`src/design/iis_pkg.sv`:
```
// iis_pkg: shared types and constants for the integral image unit
// used by iis_front, iis_back, the top and the channel interfaces
package iis_pkg;

	localparam int PIX_W      = 8;
	localparam int INT_W      = 28;
	localparam int SQ_W       = 36;
	localparam int ROW_CFG_W  = 11;
	localparam int FRM_CFG_W  = 21;
	localparam int CFG_IDX_W  = 8;
	localparam int CFG_DATA_W = 21;
	localparam int STATUS_W   = 2;
	localparam int CMP_W      = 32;

	localparam int DEF_MAX_ROW_WIDTH = 1024;
	localparam int DEF_MAX_ROWS      = 1024;

	localparam logic [ROW_CFG_W-1:0] ROW_WIDTH_RST    = 11'd640;
	localparam logic [FRM_CFG_W-1:0] FRAME_PIXELS_RST = 21'd307200;

	localparam logic [CFG_IDX_W-1:0] REG_ROW_WIDTH    = 8'd0;
	localparam logic [CFG_IDX_W-1:0] REG_FRAME_PIXELS = 8'd1;

	typedef enum logic [STATUS_W-1:0] {
		ST_OK          = 2'd0,
		ST_ZERO_DIM    = 2'd1,
		ST_FRAME_SHORT = 2'd2,
		ST_TOO_LARGE   = 2'd3
	} iis_status_t;

	// one transaction between the front stage and the output stage
	typedef struct packed {
		iis_status_t            status;
		logic                   use_above;
		logic                   last;
		logic [INT_W-1:0]       row_sum;
		logic [SQ_W-1:0]        row_sq_sum;
	} iis_s1_t;

endpackage

```
`src/design/iis_if.sv`:
```


interface iis_res_if import iis_pkg::*; ();
	logic                valid;
	logic                ready;
	logic [INT_W-1:0]    integral_sum;
	logic [SQ_W-1:0]     square_sum;
	logic                frame_end;
	logic [STATUS_W-1:0] status;

	modport source (output valid, output integral_sum, output square_sum,
		output frame_end, output status, input ready);
	modport sink (input valid, input integral_sum, input square_sum,
		input frame_end, input status, output ready);
endinterface

```
`src/design/iis_back.sv`:
```
// iis_back: adds the stored value above, writes the line stores, holds the result
// output register of the unit; uses iis_pkg and the result interface
module iis_back import iis_pkg::*; #(
	parameter int MAX_ROW_WIDTH = DEF_MAX_ROW_WIDTH
) (
	input  logic                             clk,
	input  logic                             arst_n,
	input  logic                             valid_s1,
	input  iis_s1_t                          data_s1,
	input  logic [$clog2(MAX_ROW_WIDTH)-1:0] col_s1,
	input  logic [INT_W-1:0]                 above_int,
	input  logic [SQ_W-1:0]                  above_sq,
	output logic                             adv,
	output logic                             wr_en,
	output logic [$clog2(MAX_ROW_WIDTH)-1:0] wr_addr,
	output logic [INT_W-1:0]                 wr_int,
	output logic [SQ_W-1:0]                  wr_sq,
	iis_res_if.source                        res
);

	logic                out_valid_q;
	logic [INT_W-1:0]    isum_q;
	logic [SQ_W-1:0]     ssum_q;
	logic                last_q;
	logic [STATUS_W-1:0] status_q;
	logic [INT_W-1:0]    isum_w;
	logic [SQ_W-1:0]     ssum_w;

	assign adv    = valid_s1 && (!out_valid_q || res.ready);
	assign isum_w = data_s1.row_sum + (data_s1.use_above ? above_int : '0);
	assign ssum_w = data_s1.row_sq_sum + (data_s1.use_above ? above_sq : '0);

	assign wr_en   = adv && (data_s1.status == ST_OK);
	assign wr_addr = col_s1;
	assign wr_int  = isum_w;
	assign wr_sq   = ssum_w;

	always_ff @(posedge clk or negedge arst_n) begin
		if (!arst_n) begin
			out_valid_q <= 1'b0;
		end else if (adv) begin
			out_valid_q <= 1'b1;
		end else if (res.ready) begin
			out_valid_q <= 1'b0;
		end
	end

	always_ff @(posedge clk) begin
		if (adv) begin
			isum_q   <= isum_w;
			ssum_q   <= ssum_w;
			last_q   <= data_s1.last;
			status_q <= data_s1.status;
		end
	end

	assign res.valid        = out_valid_q;
	assign res.integral_sum = isum_q;
	assign res.square_sum   = ssum_q;
	assign res.frame_end    = last_q;
	assign res.status       = status_q;

	a_bad_cfg_zero: assert property (@(posedge clk) disable iff (!arst_n)
		(out_valid_q && status_q != ST_OK) |->
		(isum_q == '0 && ssum_q == '0 && !last_q))
		else $error("nonzero result with invalid configuration");

endmodule

```
`src/flat_wrapper.sv`:
```
// flat-port wrapper written by rule: the top's interface ports become plain ports
module iis_back_flat import iis_pkg::*;
#(
	parameter int MAX_ROW_WIDTH = DEF_MAX_ROW_WIDTH
)
  (clk, arst_n, valid_s1, data_s1, col_s1, above_int, above_sq, adv, wr_en, wr_addr, wr_int, wr_sq, res_valid, res_integral_sum, res_square_sum, res_frame_end, res_status, res_ready);
  iis_res_if res_i ();
  input  logic clk;
  input  logic arst_n;
  input  logic valid_s1;
  input  iis_s1_t data_s1;
  input  logic [$clog2(MAX_ROW_WIDTH)-1:0] col_s1;
  input  logic [INT_W-1:0] above_int;
  input  logic [SQ_W-1:0] above_sq;
  output logic adv;
  output logic wr_en;
  output logic [$clog2(MAX_ROW_WIDTH)-1:0] wr_addr;
  output logic [INT_W-1:0] wr_int;
  output logic [SQ_W-1:0] wr_sq;
  output wire logic [$bits(res_i.valid)-1:0] res_valid;
  output wire logic [$bits(res_i.integral_sum)-1:0] res_integral_sum;
  output wire logic [$bits(res_i.square_sum)-1:0] res_square_sum;
  output wire logic [$bits(res_i.frame_end)-1:0] res_frame_end;
  output wire logic [$bits(res_i.status)-1:0] res_status;
  input wire logic [$bits(res_i.ready)-1:0] res_ready;
  assign res_valid = res_i.valid;
  assign res_integral_sum = res_i.integral_sum;
  assign res_square_sum = res_i.square_sum;
  assign res_frame_end = res_i.frame_end;
  assign res_status = res_i.status;
  assign res_i.ready = res_ready;
  iis_back #(.MAX_ROW_WIDTH(MAX_ROW_WIDTH)) u_core (.clk(clk), .arst_n(arst_n), .valid_s1(valid_s1), .data_s1(data_s1), .col_s1(col_s1), .above_int(above_int), .above_sq(above_sq), .adv(adv), .wr_en(wr_en), .wr_addr(wr_addr), .wr_int(wr_int), .wr_sq(wr_sq), .res(res_i));
endmodule
```
`config.mk`:
```
export PLATFORM = sky130hd
export DESIGN_NAME = iis_back_flat
export DESIGN_NICKNAME = d
export VERILOG_FILES = /design/src/design/iis_pkg.sv /design/src/design/iis_if.sv /design/src/design/iis_back.sv /design/src/flat_wrapper.sv
export SDC_FILE = /design/constraint.sdc
export NUM_CORES = 1
export LEC_CHECK = 0
export CAP_MARGIN = 20
export CORE_AREA = 3 3 113 115
export DETAILED_ROUTE_END_ITERATION = 12
export DIE_AREA = 0 0 116 118
export DONT_BUFFER_PORTS = 1
export GPL_TIMING_DRIVEN = 0
export SYNTH_ARGS = -nofsm -noshare
export SYNTH_HDL_FRONTEND = slang
export SYNTH_SLANG_ARGS = --single-unit
```
`constraint.sdc`:
```
create_clock -name clk -period 6.86 [get_ports clk]
set_clock_uncertainty 0.05 [all_clocks]
set_input_delay 0.686 -clock clk [delete_from_list [all_inputs] [get_ports clk]]
set_output_delay 0.686 -clock clk [all_outputs]
set_load 0.01 [all_outputs]
```
==> run summary <==
run status -> complete, no violations
Sw Pwr -> 475 µW
first-pass GRT wire length -> 22.7 mm
Fillers -> 1,116
Post-synth EDFFs -> 67
1st-iter DRT viols -> 161
Worst Path Max Fanout -> 10
Clock transition at path regs -> 60 ps
Clock Power Share -> 32.6%
TritonCTS clock tree -> done
RSZ-0062 raised after global routing -> no
Port Buffers -> 0
f_max -> 0.186 GHz
final slew viol count -> 0
worst hold slack -> 401 ps
Crit-path slowest cell -> clkbuf_1
sequential share of power -> 39.8%
commonest cells after routing, fill and taps aside -> edfxtp_1 (67), and2_1 (65), ha_1 (62), a21oi_1 (55), nand2_1 (38)
Post-Syn Area per Cell -> 9.91 µm²
Final Setup Violations -> 0
Mapped Area -> 0.00559 mm²
Hold/Removal Path Class -> in2reg
Clock Tree Buf Depth -> 2
Top FF cell, synth -> edfxtp_1
Antenna Nets Post-Route -> 0
synth warn -> 0
Root Driver -> clkbuf_16
cells along the critical path -> clkbuf_1 > clkbuf_1 > and2_1 > ha_1 > fa_1 > a21oi_1 > nand4b_1 > a2111oi_0 > or3_1 > a21oi_2 > o31ai_1 > and2_1 > a221oi_2 > xnor2_1
I/O pin count -> 290
CP delay by family, top -> compound AO/OA/AOI/OAI gates
critical path class -> in2out
post-CTS sizing -> 0
Syn-to-layout area delta -> 8.80%
Slew @ Worst Pin -> 944 ps
Clock Latency Late Sink -> 330 ps
final wirelength -> 14.8 mm
Post-synth ARST share -> 1.47%
max_slew headroom -> 37.1%
Syn Nets -> 774
vias in the first global route -> 4,531
global placer's final weighted congestion -> 0.903
CTS buffer count -> 9
Unique masters post-synth -> 54
share of post-route cells with drive strength above 1 -> 7.40%
router iterations before antenna repair -> 4
Residual DRC -> 0
vias -> 4,364
total die area -> 0.0137 mm²
Setup TNS -> 0 ps
combinational power share -> 27.5%
overflow left after global routing -> 0
power density over cell area -> 232 mW/mm²
Worst setup SP type -> input pin
Core Area -> 0.0119 mm²
Nets -> 786
Tcrit/Tclk final -> 78.3%
GRT Util Overall -> 21.1%
sequential-to-total area share from yosys stat -> 36.5%
initial antenna violation count -> 1
post-CTS setup buffers -> 0
most common cell after layout, fill and taps aside -> edfxtp_1
final worst slack -> 1490 ps
Initial Util -> 46.9%
Detail Placement HPWL -> 12.0 mm
largest net degree at the start of global routing -> 70
Synth Register Bits -> 68
Post-Synthesis Cells -> 564
final hold viol count -> 0
height of the die -> 118 µm
Crit path buffers/inverters -> 2
WL/cell -> 20.3 µm
Max Cap Violations -> 0
post-route cell area -> 0.00608 mm²
Die W -> 116 µm
slowest cell delay on critical path -> 600 ps
Required @ worst endpoint -> 6120 ps
vias per inst -> 5.99
switching part of the total -> 33.7%
num rows -> 40
crit end category -> output pin
P_leak -> 0.00254 µW
H-tree depth -> 3
VDD IR max -> 0.0960 mV
CTS Hold Bufs -> 1
minimum clock period -> 5370 ps
clock sink count -> 68
pre-CTS setup slack -> 1430 ps
Arr. time, crit path -> 4640 ps
Power Internal -> 936 µW
DP Area -> 0.00577 mm²
power groups by stage:
stage	sequential, µW	clock (µW)	combinational [µW]
final	562	460	389
after global routing	567	485	431
after CTS	564	469	391
after detailed placement	572	0	389
after global placement	574	0	384
after floorplan	564	0	310
cell families (layout without fill, tap and decap cells):
group	Yosys count	count (layout)	synth area share, %
AND/OR/NAND/NOR	174	174	16.8
XOR/XNOR	61	61	9.56
buffers and inverters	36	53	3.09
flip-flops	68	68	36.5
AO/OA/AOI/OAI	161	161	19.5
adder cells (fa/ha/maj)	64	64	14.6
other	0	1	0
cells in the mapped netlist (all sizes together), types with 5 or more instances:
cell type	n	area, µm²
a21o	30	226
a21oi	57	293
a31oi	10	68.8
and2	66	413
and3	5	31.3
buf	10	75.1
clkbuf	18	67.6
edfxtp	67	2010
ha	62	776
inv	8	30.0
nand2	38	143
nand3	13	70.1
nand4	11	68.8
nor2	19	71.3
nor2b	5	31.3
nor3	5	25.0
o21a	6	52.6
o21ai	25	125
o21bai	8	60.1
xnor2	34	298
xor2	27	236
cell type report:
cell class	count	area (µm²)	area share, %
timing repair buffer	1	10.0	0.165
buffer	28	143	2.35
clock buffer	9	225	3.71
tap	147	184	3.03
sequential	68	2040	33.5
inverter	8	30.0	0.494
multi-input combinational	460	3380	55.6
antenna	1	2.50	0.0412
clock inverter	7	67.6	1.11
worst paths after layout:
kind / start / endpoint / slack, ps / depth (start not counted)
max reg2reg: u_core.res.valid / u_core.res.square_sum[0] / 5080 / 2
max in group asynchronous: arst_n / u_core.res.valid / 6150 / 1
min reg2reg: u_core.res.valid / u_core.res.valid / 560 / 2
max: data_s1[65] / wr_sq[34] / 1490 / 14
min: data_s1[64] / u_core.res.frame_end / 400 / 0
min in group asynchronous: arst_n / u_core.res.valid / 510 / 1
registers in the layout (all words and copies together), names as in the netlist:
register	flops
u_core.res.frame_end	1
u_core.res.integral_sum	28
u_core.res.square_sum	36
u_core.res.status	2
u_core.res.valid	1
metrics by stage:
stage	cells	power (µW)	util [%]
finish	729	1410	51.0
global route	729	1480	51.0
CTS	728	1420	51.0
detailed placement	711	961	48.5
global placement	711	958	48.4
floorplan	564	874	-
metal layers:
metal  vias up  global-route usage (%)  wire [µm]
met2       212                    36.4       7410
met5         -                       0          0
li1       2102                       -          -
met3        34                    5.71       1240
met4         0                    9.28        484
met1      2016                    23.9       5650
Note: power is estimated with default switching activity, not from simulation.
